File: src/rtl/mrps_pkg.sv
package mrps_pkg;

   localparam int NUM_REGS_DEF = 16;

   // Function codes
   localparam logic [7:0] FC_READ_HOLDING = 8'h03;
   localparam logic [7:0] FC_WRITE_SINGLE = 8'h06;
   localparam logic [7:0] FC_WRITE_MULTI  = 8'h10;

   // Exception flag and codes
   localparam logic [7:0] EXC_FLAG         = 8'h80;
   localparam logic [7:0] EXC_ILLEGAL_FUNC = 8'h01;
   localparam logic [7:0] EXC_ILLEGAL_ADDR = 8'h02;

   // Holding store reset base, plus the register index
   localparam logic [15:0] HOLD_BASE = 16'h1000;

   // Request header fields as captured, plus the position of the last byte
   typedef struct packed {
      logic [7:0]  func_code;
      logic [15:0] start_address;
      logic [15:0] count_or_value;
      logic [7:0]  byte_count_field;
      logic [7:0]  last_pos;
   } pdu_fields_type;

endpackage

File: src/rtl/mrps_alu.sv
module mrps_alu
   import mrps_pkg::*;
#(
   parameter int NUM_REGS = NUM_REGS_DEF
) (
   input  logic [16:0] op_a,
   input  logic [16:0] op_b,
   output logic [16:0] sum,
   output logic        over
);

   // Shared adder and limit compare: range checks and register indexing
   assign sum  = op_a + op_b;
   assign over = sum > 17'(NUM_REGS);

endmodule

File: src/rtl/mrps_store.sv
module mrps_store
   import mrps_pkg::*;
#(
   parameter int NUM_REGS = NUM_REGS_DEF,
   parameter int IDX_W    = (NUM_REGS > 1) ? $clog2(NUM_REGS) : 1
) (
   input  logic              clock,
   input  logic              reset,
   input  logic              wr_en,
   input  logic [IDX_W-1:0]  wr_idx,
   input  logic [15:0]       wr_data,
   input  logic [IDX_W-1:0]  rd_idx,
   output logic [15:0]       rd_data
);

   logic [15:0] regs_ff [NUM_REGS];

   always_ff @(posedge clock) begin
      if (reset) begin
         for (int i = 0; i < NUM_REGS; i++) begin
            regs_ff[i] <= HOLD_BASE + 16'(i);
         end
      end else if (wr_en) begin
         regs_ff[wr_idx] <= wr_data;
      end
   end

   assign rd_data = regs_ff[rd_idx];

endmodule

File: src/rtl/mrps_ctrl.sv
module mrps_ctrl
   import mrps_pkg::*;
#(
   parameter int NUM_REGS = NUM_REGS_DEF,
   parameter int IDX_W    = (NUM_REGS > 1) ? $clog2(NUM_REGS) : 1,
   parameter int CNT_W    = $clog2(NUM_REGS + 1)
) (
   input  logic              clock,
   input  logic              reset,
   input  logic              start,
   input  pdu_fields_type    fields,
   output logic              req_ready,
   output logic              store_wr_en,
   output logic [15:0]       store_wr_data,
   output logic [IDX_W-1:0]  store_idx,
   input  logic [15:0]       store_rd_data,
   output logic              stage_rd_en,
   output logic [IDX_W-1:0]  stage_rd_idx,
   input  logic [15:0]       stage_rd_data,
   output logic              rsp_valid,
   input  logic              rsp_ready,
   output logic [7:0]        rsp_byte,
   output logic              rsp_last
);

   typedef enum logic [3:0] {
      ST_RX,
      ST_CHECK,
      ST_EXC,
      ST_RD_HDR,
      ST_RD_DATA,
      ST_COMMIT_RD,
      ST_COMMIT_WR,
      ST_SINGLE_WR,
      ST_ECHO
   } state_type;

   state_type        state_ff, state_in;
   logic [CNT_W-1:0] k_ff, k_in;
   logic [2:0]       seq_ff, seq_in;
   logic [7:0]       exc_ff, exc_in;
   logic [15:0]      word_ff, word_in;
   logic             rsp_valid_ff, rsp_valid_in;
   logic [7:0]       rsp_byte_ff, rsp_byte_in;
   logic             rsp_last_ff, rsp_last_in;

   logic        slot_free;
   logic        emit;
   logic [7:0]  emit_byte;
   logic        emit_last;
   logic        k_last;
   logic        bad_multi;
   logic [16:0] alu_b;
   logic [16:0] alu_sum;
   logic        alu_over;

   mrps_alu #(.NUM_REGS(NUM_REGS)) u_alu (
      .op_a (17'(fields.start_address)),
      .op_b (alu_b),
      .sum  (alu_sum),
      .over (alu_over)
   );

   assign slot_free    = !rsp_valid_ff || rsp_ready;
   assign k_last       = (16'(k_ff) + 16'd1) == fields.count_or_value;
   assign store_idx    = alu_sum[IDX_W-1:0];
   assign stage_rd_idx = k_ff[IDX_W-1:0];
   assign req_ready    = state_ff == ST_RX;
   assign rsp_valid    = rsp_valid_ff;
   assign rsp_byte     = rsp_byte_ff;
   assign rsp_last     = rsp_last_ff;

   assign bad_multi = (fields.count_or_value == 16'd0) || alu_over ||
                      (fields.last_pos < 8'd5) ||
                      (17'(fields.byte_count_field) != {fields.count_or_value, 1'b0}) ||
                      (9'(fields.last_pos) < 9'(fields.byte_count_field) + 9'd5);

   always_comb begin
      state_in      = state_ff;
      k_in          = k_ff;
      seq_in        = seq_ff;
      exc_in        = exc_ff;
      word_in       = word_ff;
      rsp_valid_in  = rsp_valid_ff && !rsp_ready;
      rsp_byte_in   = rsp_byte_ff;
      rsp_last_in   = rsp_last_ff;
      emit          = 1'b0;
      emit_byte     = 8'h00;
      emit_last     = 1'b0;
      store_wr_en   = 1'b0;
      store_wr_data = fields.count_or_value;
      stage_rd_en   = 1'b0;
      alu_b         = 17'(k_ff);

      case (state_ff)
         ST_RX: begin
            if (start) begin
               state_in = ST_CHECK;
            end
         end
         ST_CHECK: begin
            alu_b  = (fields.func_code == FC_WRITE_SINGLE) ? 17'd1
                                                           : 17'(fields.count_or_value);
            k_in   = '0;
            seq_in = '0;
            if (fields.last_pos < 8'd4) begin
               exc_in   = EXC_ILLEGAL_FUNC;
               state_in = ST_EXC;
            end else begin
               case (fields.func_code)
                  FC_READ_HOLDING: begin
                     if (fields.count_or_value == 16'd0 || alu_over) begin
                        exc_in   = EXC_ILLEGAL_ADDR;
                        state_in = ST_EXC;
                     end else begin
                        state_in = ST_RD_HDR;
                     end
                  end
                  FC_WRITE_SINGLE: begin
                     if (alu_over) begin
                        exc_in   = EXC_ILLEGAL_ADDR;
                        state_in = ST_EXC;
                     end else begin
                        state_in = ST_SINGLE_WR;
                     end
                  end
                  FC_WRITE_MULTI: begin
                     if (bad_multi) begin
                        exc_in   = EXC_ILLEGAL_ADDR;
                        state_in = ST_EXC;
                     end else begin
                        state_in = ST_COMMIT_RD;
                     end
                  end
                  default: begin
                     exc_in   = EXC_ILLEGAL_FUNC;
                     state_in = ST_EXC;
                  end
               endcase
            end
         end
         ST_EXC: begin
            if (slot_free) begin
               emit = 1'b1;
               if (seq_ff == 3'd0) begin
                  emit_byte = fields.func_code | EXC_FLAG;
                  seq_in    = 3'd1;
               end else begin
                  emit_byte = exc_ff;
                  emit_last = 1'b1;
                  state_in  = ST_RX;
               end
            end
         end
         ST_RD_HDR: begin
            if (slot_free) begin
               emit = 1'b1;
               if (seq_ff == 3'd0) begin
                  emit_byte = FC_READ_HOLDING;
                  seq_in    = 3'd1;
               end else begin
                  emit_byte = {fields.count_or_value[6:0], 1'b0};
                  seq_in    = 3'd0;
                  state_in  = ST_RD_DATA;
               end
            end
         end
         ST_RD_DATA: begin
            if (slot_free) begin
               emit = 1'b1;
               if (seq_ff == 3'd0) begin
                  word_in   = store_rd_data;
                  emit_byte = store_rd_data[15:8];
                  seq_in    = 3'd1;
               end else begin
                  emit_byte = word_ff[7:0];
                  seq_in    = 3'd0;
                  if (k_last) begin
                     emit_last = 1'b1;
                     state_in  = ST_RX;
                  end else begin
                     k_in = k_ff + CNT_W'(1);
                  end
               end
            end
         end
         ST_COMMIT_RD: begin
            stage_rd_en = 1'b1;
            state_in    = ST_COMMIT_WR;
         end
         ST_COMMIT_WR: begin
            store_wr_en   = 1'b1;
            store_wr_data = stage_rd_data;
            if (k_last) begin
               k_in     = '0;
               seq_in   = '0;
               state_in = ST_ECHO;
            end else begin
               k_in     = k_ff + CNT_W'(1);
               state_in = ST_COMMIT_RD;
            end
         end
         ST_SINGLE_WR: begin
            store_wr_en = 1'b1;
            seq_in      = '0;
            state_in    = ST_ECHO;
         end
         ST_ECHO: begin
            if (slot_free) begin
               emit = 1'b1;
               case (seq_ff)
                  3'd0:    emit_byte = fields.func_code;
                  3'd1:    emit_byte = fields.start_address[15:8];
                  3'd2:    emit_byte = fields.start_address[7:0];
                  3'd3:    emit_byte = fields.count_or_value[15:8];
                  default: emit_byte = fields.count_or_value[7:0];
               endcase
               if (seq_ff == 3'd4) begin
                  emit_last = 1'b1;
                  state_in  = ST_RX;
               end else begin
                  seq_in = seq_ff + 3'd1;
               end
            end
         end
         default: begin
            state_in = ST_RX;
         end
      endcase

      if (emit) begin
         rsp_valid_in = 1'b1;
         rsp_byte_in  = emit_byte;
         rsp_last_in  = emit_last;
      end
   end

   always_ff @(posedge clock) begin
      if (reset) begin
         state_ff     <= ST_RX;
         k_ff         <= '0;
         seq_ff       <= '0;
         rsp_valid_ff <= 1'b0;
      end else begin
         state_ff     <= state_in;
         k_ff         <= k_in;
         seq_ff       <= seq_in;
         rsp_valid_ff <= rsp_valid_in;
      end
      exc_ff      <= exc_in;
      word_ff     <= word_in;
      rsp_byte_ff <= rsp_byte_in;
      rsp_last_ff <= rsp_last_in;
   end

   a_no_write_while_rx: assert property (@(posedge clock) disable iff (reset)
      req_ready |-> !store_wr_en)
      else $error("holding store written while taking request words");

   a_write_in_range: assert property (@(posedge clock) disable iff (reset)
      store_wr_en |-> !alu_over && (alu_sum < 17'(NUM_REGS)))
      else $error("holding store write index out of range");

   a_read_in_range: assert property (@(posedge clock) disable iff (reset)
      (state_ff == ST_RD_DATA) |-> (alu_sum < 17'(NUM_REGS)))
      else $error("holding store read index out of range");

   a_k_bound: assert property (@(posedge clock) disable iff (reset)
      32'(k_ff) < NUM_REGS)
      else $error("word counter beyond register count");

   a_last_returns_rx: assert property (@(posedge clock) disable iff (reset)
      (emit && emit_last) |=> req_ready)
      else $error("final response word not followed by request side opening");

endmodule

File: src/rtl/modbus_register_pdu_server_top.sv
// Channel   | Direction | Ports                                   | Word
// ----------+-----------+-----------------------------------------+---------------------------
// request   | in        | req_valid, req_ready, req_pdu_byte,     | one request PDU byte
//           |           | req_last_byte                           | (last mark on final byte)
// response  | out       | rsp_valid, rsp_ready, rsp_resp_byte,    | one response PDU byte
//           |           | rsp_resp_last                           | (last mark on final byte)
//
// Sequence: request words are taken while req_ready is high. After the last word the
//   sequencer runs the range checks in the shared adder/compare unit, then loads one
//   response word per cycle into the output register unless rsp_ready stalls it. A write
//   commit (staging read and store write per register, or one store write) precedes the echo.
// req_ready is low from the last request word until the final response word is loaded.
// Reset clears control state and reloads the holding store with 0x1000 plus its index in
//   the same cycle; no clearing pass follows.
// A stalled response (rsp_ready low) holds the output register and the next response word.
module modbus_register_pdu_server_top
   import mrps_pkg::*;
#(
   parameter int NUM_REGS = NUM_REGS_DEF
) (
   input  logic       clock,
   input  logic       reset,
   input  logic       req_valid,
   output logic       req_ready,
   input  logic [7:0] req_pdu_byte,
   input  logic       req_last_byte,
   output logic       rsp_valid,
   input  logic       rsp_ready,
   output logic [7:0] rsp_resp_byte,
   output logic       rsp_resp_last
);

   localparam int IDX_W = (NUM_REGS > 1) ? $clog2(NUM_REGS) : 1;
   localparam int CNT_W = $clog2(NUM_REGS + 1);

   // Request capture: position counter and header fields
   logic [7:0]  byte_index_ff, byte_index_in;
   logic [7:0]  func_code_ff, func_code_in;
   logic [15:0] start_address_ff, start_address_in;
   logic [15:0] count_or_value_ff, count_or_value_in;
   logic [7:0]  byte_count_ff, byte_count_in;
   logic [7:0]  last_pos_ff, last_pos_in;

   logic           accept;
   logic           start;
   logic [7:0]     data_off;
   logic [6:0]     stage_word;
   logic           stage_wr;
   pdu_fields_type fields;

   // Staging memory, one array per byte lane so each request word writes one lane
   logic [7:0]  stage_hi_mem [NUM_REGS];
   logic [7:0]  stage_lo_mem [NUM_REGS];
   logic [15:0] stage_rd_data_ff;

   logic              stage_rd_en;
   logic [IDX_W-1:0]  stage_rd_idx;
   logic              store_wr_en;
   logic [15:0]       store_wr_data;
   logic [IDX_W-1:0]  store_idx;
   logic [15:0]       store_rd_data;

   assign accept = req_valid && req_ready;
   assign start  = accept && req_last_byte;

   // Data words start at byte six; two bytes per staged word, high byte first
   assign data_off   = byte_index_ff - 8'd6;
   assign stage_word = data_off[7:1];
   assign stage_wr   = accept && (byte_index_ff >= 8'd6) && (stage_word < 7'(NUM_REGS));

   always_comb begin
      byte_index_in     = byte_index_ff;
      func_code_in      = func_code_ff;
      start_address_in  = start_address_ff;
      count_or_value_in = count_or_value_ff;
      byte_count_in     = byte_count_ff;
      last_pos_in       = last_pos_ff;
      if (accept) begin
         case (byte_index_ff)
            8'd0:    func_code_in             = req_pdu_byte;
            8'd1:    start_address_in[15:8]   = req_pdu_byte;
            8'd2:    start_address_in[7:0]    = req_pdu_byte;
            8'd3:    count_or_value_in[15:8]  = req_pdu_byte;
            8'd4:    count_or_value_in[7:0]   = req_pdu_byte;
            8'd5:    byte_count_in            = req_pdu_byte;
            default: ;
         endcase
         if (req_last_byte) begin
            // remember where the request ended, rewind for the next PDU
            last_pos_in   = byte_index_ff;
            byte_index_in = 8'd0;
         end else if (byte_index_ff != 8'd255) begin
            // advance, saturating on very long requests
            byte_index_in = byte_index_ff + 8'd1;
         end
      end
   end

   always_ff @(posedge clock) begin
      if (reset) begin
         byte_index_ff     <= 8'd0;
         func_code_ff      <= 8'd0;
         start_address_ff  <= 16'd0;
         count_or_value_ff <= 16'd0;
         byte_count_ff     <= 8'd0;
         last_pos_ff       <= 8'd0;
      end else begin
         byte_index_ff     <= byte_index_in;
         func_code_ff      <= func_code_in;
         start_address_ff  <= start_address_in;
         count_or_value_ff <= count_or_value_in;
         byte_count_ff     <= byte_count_in;
         last_pos_ff       <= last_pos_in;
      end
   end

   // Staging write from the request side, registered read for the commit sweep
   always_ff @(posedge clock) begin
      if (stage_wr) begin
         if (data_off[0] == 1'b0) begin
            stage_hi_mem[stage_word[IDX_W-1:0]] <= req_pdu_byte;
         end else begin
            stage_lo_mem[stage_word[IDX_W-1:0]] <= req_pdu_byte;
         end
      end
      if (stage_rd_en) begin
         stage_rd_data_ff <= {stage_hi_mem[stage_rd_idx], stage_lo_mem[stage_rd_idx]};
      end
   end

   assign fields.func_code        = func_code_ff;
   assign fields.start_address    = start_address_ff;
   assign fields.count_or_value   = count_or_value_ff;
   assign fields.byte_count_field = byte_count_ff;
   assign fields.last_pos         = last_pos_ff;

   mrps_store #(
      .NUM_REGS (NUM_REGS),
      .IDX_W    (IDX_W)
   ) u_store (
      .clock   (clock),
      .reset   (reset),
      .wr_en   (store_wr_en),
      .wr_idx  (store_idx),
      .wr_data (store_wr_data),
      .rd_idx  (store_idx),
      .rd_data (store_rd_data)
   );

   mrps_ctrl #(
      .NUM_REGS (NUM_REGS),
      .IDX_W    (IDX_W),
      .CNT_W    (CNT_W)
   ) u_ctrl (
      .clock         (clock),
      .reset         (reset),
      .start         (start),
      .fields        (fields),
      .req_ready     (req_ready),
      .store_wr_en   (store_wr_en),
      .store_wr_data (store_wr_data),
      .store_idx     (store_idx),
      .store_rd_data (store_rd_data),
      .stage_rd_en   (stage_rd_en),
      .stage_rd_idx  (stage_rd_idx),
      .stage_rd_data (stage_rd_data_ff),
      .rsp_valid     (rsp_valid),
      .rsp_ready     (rsp_ready),
      .rsp_byte      (rsp_resp_byte),
      .rsp_last      (rsp_resp_last)
   );

endmodule
File: config.mk
export PLATFORM = sky130hd
export DESIGN_NAME = modbus_register_pdu_server_top
export DESIGN_NICKNAME = d
export VERILOG_FILES = /design/src/rtl/mrps_pkg.sv /design/src/rtl/mrps_alu.sv /design/src/rtl/mrps_store.sv /design/src/rtl/mrps_ctrl.sv /design/src/rtl/modbus_register_pdu_server_top.sv
export SDC_FILE = /design/constraint.sdc
export NUM_CORES = 1
export LEC_CHECK = 0
export BUFFER_PORTS_ARGS = -buffer_cell sky130_fd_sc_hd__buf_2
export CAP_MARGIN = 20
export CORE_ASPECT_RATIO = 0.5
export CORE_MARGIN = 10
export CORE_UTILIZATION = 57
export CTS_CLUSTER_SIZE = 16
export DETAILED_ROUTE_END_ITERATION = 10
export GPL_TIMING_DRIVEN = 0
export PLACE_DENSITY = 0.74
export SYNTH_ARGS = -nofsm -noshare
export SYNTH_HDL_FRONTEND = slang
export SYNTH_SLANG_ARGS = --single-unit
File: constraint.sdc
create_clock -name clock -period 4.3 [get_ports clock]
set_input_delay 0.86 -clock clock [delete_from_list [all_inputs] [get_ports clock]]
set_output_delay 0.86 -clock clock [all_outputs]
set_load 0.01 [all_outputs]
# ---- Word level (Yosys, flattened, before mapping)
# Memory sizes are Yosys's and may differ from the RTL's. A register that Yosys moved wholly into a read port is not among the register bits.
# Index checks and enable logic that the tools add are counted.
dict set report word_totals {
  register_bits 102
  latchBits 0
  ramBits 512
  mem_bits_ro 0
  in_bits 13
  elab_cells 185
  memories 3
}
dict set report op_classes {
  addsub 7
  multipliers 0
  div_mod_pow 0
  n_lt_le_gt_ge 6
  n_eq_ne 41
  shifts 0
  mux 75
  bitwise_logic 0
  n_reduce_logical 37
}
# name depth word_bits read_ports rd_ports_with_merged_regs wr line_no
set mem_list {}
lappend mem_list {u_store.regs_ff 16 16 1 0 16 mrps_store.sv:16} ;# logic [15:0] regs_ff [NUM_REGS];
lappend mem_list {stage_hi_mem 16 8 1 1 1 modbus_register_pdu_server_top.sv:52} ;# logic [7:0] stage_hi_mem [NUM_REGS];
lappend mem_list {stage_lo_mem 16 8 1 1 1 modbus_register_pdu_server_top.sv:53} ;# logic [7:0] stage_lo_mem [NUM_REGS];
# cell count
set ops {}
lappend ops {{$mux W8} 12}
lappend ops {{$pmux W8 S4} 2}
lappend ops {{$mux W4} 13}
lappend ops {{$mux W16} 3}
lappend ops {{$pmux W4 S9} 1}
lappend ops {{$mux W1} 26}
lappend ops {{$eq A8 B2 Y1 const B} 3}
lappend ops {{$eq A8 B3 Y1 const B} 3}
lappend ops {{$mux W3} 8}
lappend ops {{$pmux W8 S3} 1}
lappend ops {{$mux W5} 4}
lappend ops {{$ne A2 B1 Y1 const B} 10}
lappend ops {{$add A16 B17 Y17} 1}
lappend ops {{$gt A17 B5 Y1 const B} 1}
lappend ops {{$mux W17} 1}
lappend ops {{$ne A8 B17 Y1} 1}
lappend ops {{$eq A16 B16 Y1} 1}
lappend ops {{$eq A4 B3 Y1 const B} 4}
lappend ops {{$logic_not A16 Y1} 1}
lappend ops {{$lt A8 B3 Y1 const B} 2}
lappend ops {{$reduce_and A2 Y1} 8}
lappend ops {{$reduce_or A16 Y1} 1}
lappend ops {{$pmux W3 S5} 1}
lappend ops {{$pmux W5 S3} 1}
lappend ops {{other kinds (38)} 57}

# ---- Longest topological paths before layout
dict set report logic_depth {
  word_depth 13
  mapped_depth 16
  ltp_nobuf 15
}

# ---- By module
# From an unflattened synthesis, not the netlist that was laid out.
dict set report unflattened {
  hier_cells 1990
  hier_area_um2 28736.3
}
# module instances cells_each area_each_um2
set modules_own_cells {}
lappend modules_own_cells {modbus_register_pdu_server_top 1 737 13111.3}
lappend modules_own_cells {mrps_store 1 730 11599.9}
lappend modules_own_cells {mrps_ctrl 1 411 3179.3}
lappend modules_own_cells {mrps_alu 1 112 845.8}

# ---- Worst setup path after synthesis
# Ideal clock, no wire load.
dict set report synth_timing {
  path_type {flip-flop to flip-flop}
  from {reg func_code_ff[7]}
  to {mem u_store.regs_ff[8][0] (enable)}
  setup_time_ns 0.375
  t_arrival_ns 3.852
  t_required_ns 3.925
  setup_slack_ns 0.073
  path_stages_with_launch 13
  path_buffers 2
  path_cell_list {dfxtp_1 or4_1 nand2b_1 nor3_1 nor3_1 nor2_1 ha_1 fa_1 buf_2 buf_2 nor4_1 nand3_1 nand2b_1}
}
# item line_no
set synth_lines {}
lappend synth_lines {{from (decl)} modbus_register_pdu_server_top.sv:38} ;# logic [7:0] func_code_ff, func_code_in;
lappend synth_lines {{from (signal assigned)} modbus_register_pdu_server_top.sv:109} ;# func_code_ff <= func_code_in;
lappend synth_lines {{to (decl)} mrps_store.sv:16}

# ---- Final worst setup path
dict set report layout_timing {
  from {reg func_code_ff[7]}
  to {reg u_ctrl.rsp_byte_ff[4] (netlist: u_ctrl.rsp_byte[4]) (data pin)}
}
dict set report layout_between {
  elab_chain_len 8
}
# item line_no
set layout_lines {}
lappend layout_lines {{$eq A8 B3 Y1} mrps_ctrl.sv:102} ;# alu_b = (fields.func_code == FC_WRITE_SINGLE) ? 17'd1
lappend layout_lines {{$mux W16} mrps_ctrl.sv:102}
lappend layout_lines {{$mux W17} mrps_ctrl.sv:95} ;# case (state_ff)
lappend layout_lines {{$add A16 B17 Y17} mrps_alu.sv:13} ;# assign sum = op_a + op_b;
lappend layout_lines {{$mem_v2 Z16 W16} -}
lappend layout_lines {{$mux W8} mrps_ctrl.sv:171} ;# if (seq_ff == 3'd0) begin
lappend layout_lines {{$mux W8} mrps_ctrl.sv:169} ;# if (slot_free) begin
lappend layout_lines {{$pmux W8 S4} mrps_ctrl.sv:95}
lappend layout_lines {{net u_ctrl.emit_byte[4]} mrps_ctrl.sv:49} ;# logic [7:0] emit_byte;
lappend layout_lines {{to (signal assigned)} mrps_ctrl.sv:252} ;# rsp_byte_ff <= rsp_byte_in;
lappend layout_lines {{to (decl)} mrps_ctrl.sv:44} ;# logic [7:0] rsp_byte_ff, rsp_byte_in;
# The timed path passes the listed nets, and every way through them passes these cells.
# A chain may end at the register's enable or synchronous reset.

==> impl_metrics.py <==
metrics = {
    "outcome": {
        "status": "finished, violations left",
        "violations": "setup timing",
    },
    "global_routing": {
        "grt_pass1_wl_mm": 107,
        "antenna_found_initial": 3,
        "grt_pass1_vias": 17000,
        "overflow": 0,
        "grt_usage_pct": 23.7,
        "grt_max_degree": 39,
    },
    "placed_design": {
        "dp_worst_setup_slack_ps": -1790,
        "place_inst": 2574,
        "gp_congestion": 0.980,
        "dpl_cell_area_mm2": 0.0287,
        "hpwl_mm": 47.6,
        "portBuffers": 23,
    },
    "clock_tree": {
        "clock_path_buffers": 3,
        "cts_tree": "built",
        "clk_pin_slew_ps": 70,
        "worstSkewPairLatency_ps": 600,
        "cts_sinks": 624,
        "numCtsBuffers": 52,
        "hold_buffers": 0,
        "cts_root_buf": "clkbuf_16",
        "cts_max_level": 2,
    },
    "layout": {
        "antenna_cells": 0,
        "fin_cells": 2708,
        "area_growth_pct": 12.8,
        "fillers": 3390,
        "final_cell_area_mm2": 0.0313,
        "nets": 2065,
        "drive_gt1_share_pct": 21.9,
    },
    "timing": {
        "rsz0062_at_grt": "true",
        "clock.fmax_mhz": 218,
        "max_slew_margin_pct": 19.9,
        "hold_ws_ps": 474,
        "setup_violations": 15,
        "timing.final.ws_setup_ps": -294,
        "tightestPinTransition_ps": 1170,
        "hold_violations": 0,
        "skew_ps": 25.9,
        "finalCritPeriodShare_pct": 107,
        "fin_crit_ps": 4590,
        "slew_violations": 0,
    },
    "setup_path": {
        "start_kind": "register",
        "required_ps": 4630,
        "rrSetupSlack_ps": -290,
        "cp_max_fo": 8,
        "rr_endpoint": "u_ctrl.rsp_byte[4]",
        "crit_top_cell": "mux4_2",
        "cp_top_family": "simple AND/OR/NAND/NOR gates",
        "cp_cell_sequence": "or4_4 -> nand2b_4 -> nor3_4 -> nor3_2 -> nor2_2 -> ha_2 -> fa_2 -> buf_6 -> clkbuf_8 -> mux4_2 -> mux4_2 -> mux2i_4 -> o22ai_1 -> a222oi_1 -> inv_1",
        "crit_arrival_ps": 4930,
        "slowest_stage": "or4_4",
        "critPathKind": "register to register",
        "critical_path_buf_inv_count": 3,
        "rr_startpoint": "func_code_ff[7]",
        "r2r_cells": 15,
        "cp-end-kind": "register",
        "max_stage_delay_ps": 540,
    },
    "pwr": {
        "p_int_uw": 10100,
        "power_uw": 13600,
        "combPwrFrac_pct": 16.4,
        "peakVddDrop_mv": 0.292,
        "seqPwrFrac_pct": 50.0,
        "switchingPower_uw": 3470,
        "switching_share_pct": 25.6,
        "powerDensity_mw_per_mm2": 434,
        "power.leakage_uw": 0.0101,
        "p_clk_share_pct": 33.6,
    },
    "routing": {
        "dr.pass1.iters": 6,
        "vias": 17200,
        "drtIter0Drc": 2263,
        "route.detailed.drc": 0,
        "wl_mm": 70.5,
        "wl_per_cell_um": 26.0,
        "vias_per_cell": 6.36,
        "drtAntennaViolNets": 0,
    },
    "synth": {
        "synth_fp_nets": 1946,
        "yosysWarnings": 0,
        "avgSynthCellArea_um2": 14.6,
        "syn_area_mm2": 0.0278,
        "yosysSeqAreaShare_pct": 64.7,
        "syn_inst": 1898,
        "synth_cell_types": 74,
        "synth_ff_type": "edfxtp_1",
        "ys_ff_latch": 624,
        "async_reset_ff_share_pct": 0,
        "synth-edff-count": 547,
    },
    "hold_path": {
        "hold_depth": 2,
        "hold_class": "register to register",
        "worstHoldStart": "last_pos_ff[0]",
        "whs_endpoint": "last_pos_ff[0]",
    },
    "die": {
        "io_pins": 24,
        "core-area_mm2": 0.0484,
        "die_area_mm2": 0.0585,
        "chipHeight_um": 176,
        "start_util_pct": 57.4,
        "rows": 57,
        "die_w_um": 332,
    },
    "flow_run": {
        "drv_cap": 0,
    },
}
==> cell type report <==
type                       count  area [um^2]  area share, %
timing repair buffer          59          419           1.34
buffer                       121          647           2.07
tap                          649          812           2.59
sequential                   624        18000           57.4
clock buffer                  72         1430           4.56
multi-input combinational   1138         9780           31.2
clock inverter                24          173          0.551
inverter                      21         78.8          0.252
==> sequential cells by signal, indices dropped and copies added (netlist names), 16 cells and up <==
signal / cells
u_store.regs_ff: 256
stage_hi_mem: 128
stage_lo_mem: 128
count_or_value_ff: 16
stage_rd_data_ff: 16
start_address_ff: 16
==> placed cells by master, fill, tap and decap left out, drive strengths merged, types with 7 or more instances in the layout <==
cell type,n
a211oi,7
a21oi,48
a221oi,10
a222oi,13
a31oi,8
and2,8
and3,18
buf,100
clkbuf,151
clkinv,22
dfxtp,77
edfxtp,547
ha,34
inv,21
mux2i,77
mux4,160
nand2,127
nand2b,38
nand3,28
nand4,11
nor2,369
nor3,30
nor4,10
o21ai,31
o22ai,8
xnor2,15
xor2,20
==> stage by stage <==
step | setup TNS (ps) | utilization [%]
after floorplan | 0 | -
after global placement | -610960 | 59.3
after detailed placement | -664450 | 59.4
after CTS | -2670 | 64.3
after global routing | -6780 | 64.8
final | -1900 | 64.8
==> cell families after synthesis <==
logic type      after synthesis  share of synthesized area, %
xor+xnor                     35                          1.13
buf+inv                     145                          2.38
mux                         237                          15.8
simple gates                661                          10.5
compound gates              161                          3.97
flops                       624                          64.7
fa+ha+maj                    35                          1.60
==> per-layer routing <==
| metal | vias to the layer above | wire, um | GRT usage [%] |
|---|---|---|---|
| met5 | - | 40 | 0 |
| met4 | 6 | 2210 | 6.54 |
| met3 | 166 | 6410 | 3.97 |
| met2 | 912 | 34500 | 40.1 |
| met1 | 8681 | 27300 | 31.8 |
| li1 | 7468 | - | - |
==> worst register-to-register path, stage by stage (launching register included) <==
cell and delay (ps):
dfxtp_2 330, or4_4 540, nand2b_4 170, nor3_4 210, nor3_2 70, nor2_2 160, ha_2 220, fa_2 470
buf_6 170, clkbuf_8 180, mux4_2 320, mux4_2 530, mux2i_4 230, o22ai_1 130, a222oi_1 490, inv_1 90
==> power by group through the flow <==
stage               sequential [uW]  combinational (uW)  clock, uW
floorplan                      6910                1350          0
global placement               6920                1930          0
detailed placement             6930                1940          0
CTS                            6790                2150       4600
global route                   6800                2350       4850
finish                         6790                2230       4570
==> synth_stat cells, drive strengths merged (10+ instances only) <==
cell | instances | area (um^2)
edfxtp | 547 | 16400
nor2 | 369 | 1390
mux4 | 160 | 3600
nand2 | 127 | 477
clkbuf | 82 | 318
dfxtp | 77 | 1540
mux2i | 77 | 771
a21oi | 48 | 240
buf | 41 | 254
ha | 34 | 425
o21ai | 31 | 155
nor3 | 30 | 155
nand2b | 29 | 181
nand3 | 28 | 140
inv | 21 | 78.8
xor2 | 20 | 183
and3 | 18 | 113
xnor2 | 15 | 131
a222oi | 13 | 130
nand4 | 11 | 75.1
a221oi | 10 | 87.6
nor4 | 10 | 92.6
==> how the worst max path moves through the flow <==
stage	cells past startpoint	to	startpoint	slack [ps]
6_report	15	u_ctrl.rsp_byte[4]	func_code_ff[7]	-290
2_1_floorplan	12	u_store.regs_ff[8][0]	func_code_ff[7]	70
5_1_grt	15	u_ctrl.rsp_byte[4]	func_code_ff[7]	-390
4_1_cts	15	u_ctrl.rsp_byte[3]	func_code_ff[3]	-360
3_3_place_gp	15	u_ctrl.rsp_byte[5]	u_ctrl.state_ff[2]	-1620
3_5_place_dp	12	u_store.regs_ff[0][13]	u_ctrl.state_ff[2]	-1790
==> timing repair <==
| item | CTS | global route |
|---|---|---|
| pin swaps | 22 | 29 |
| resized for setup | 127 | 41 |
| setup buffers | 19 | 9 |
| endpoints found under the setup margin | 533 | 477 |
| cloned | 10 | 0 |
No activity file was read; power rests on OpenSTA's default activity.
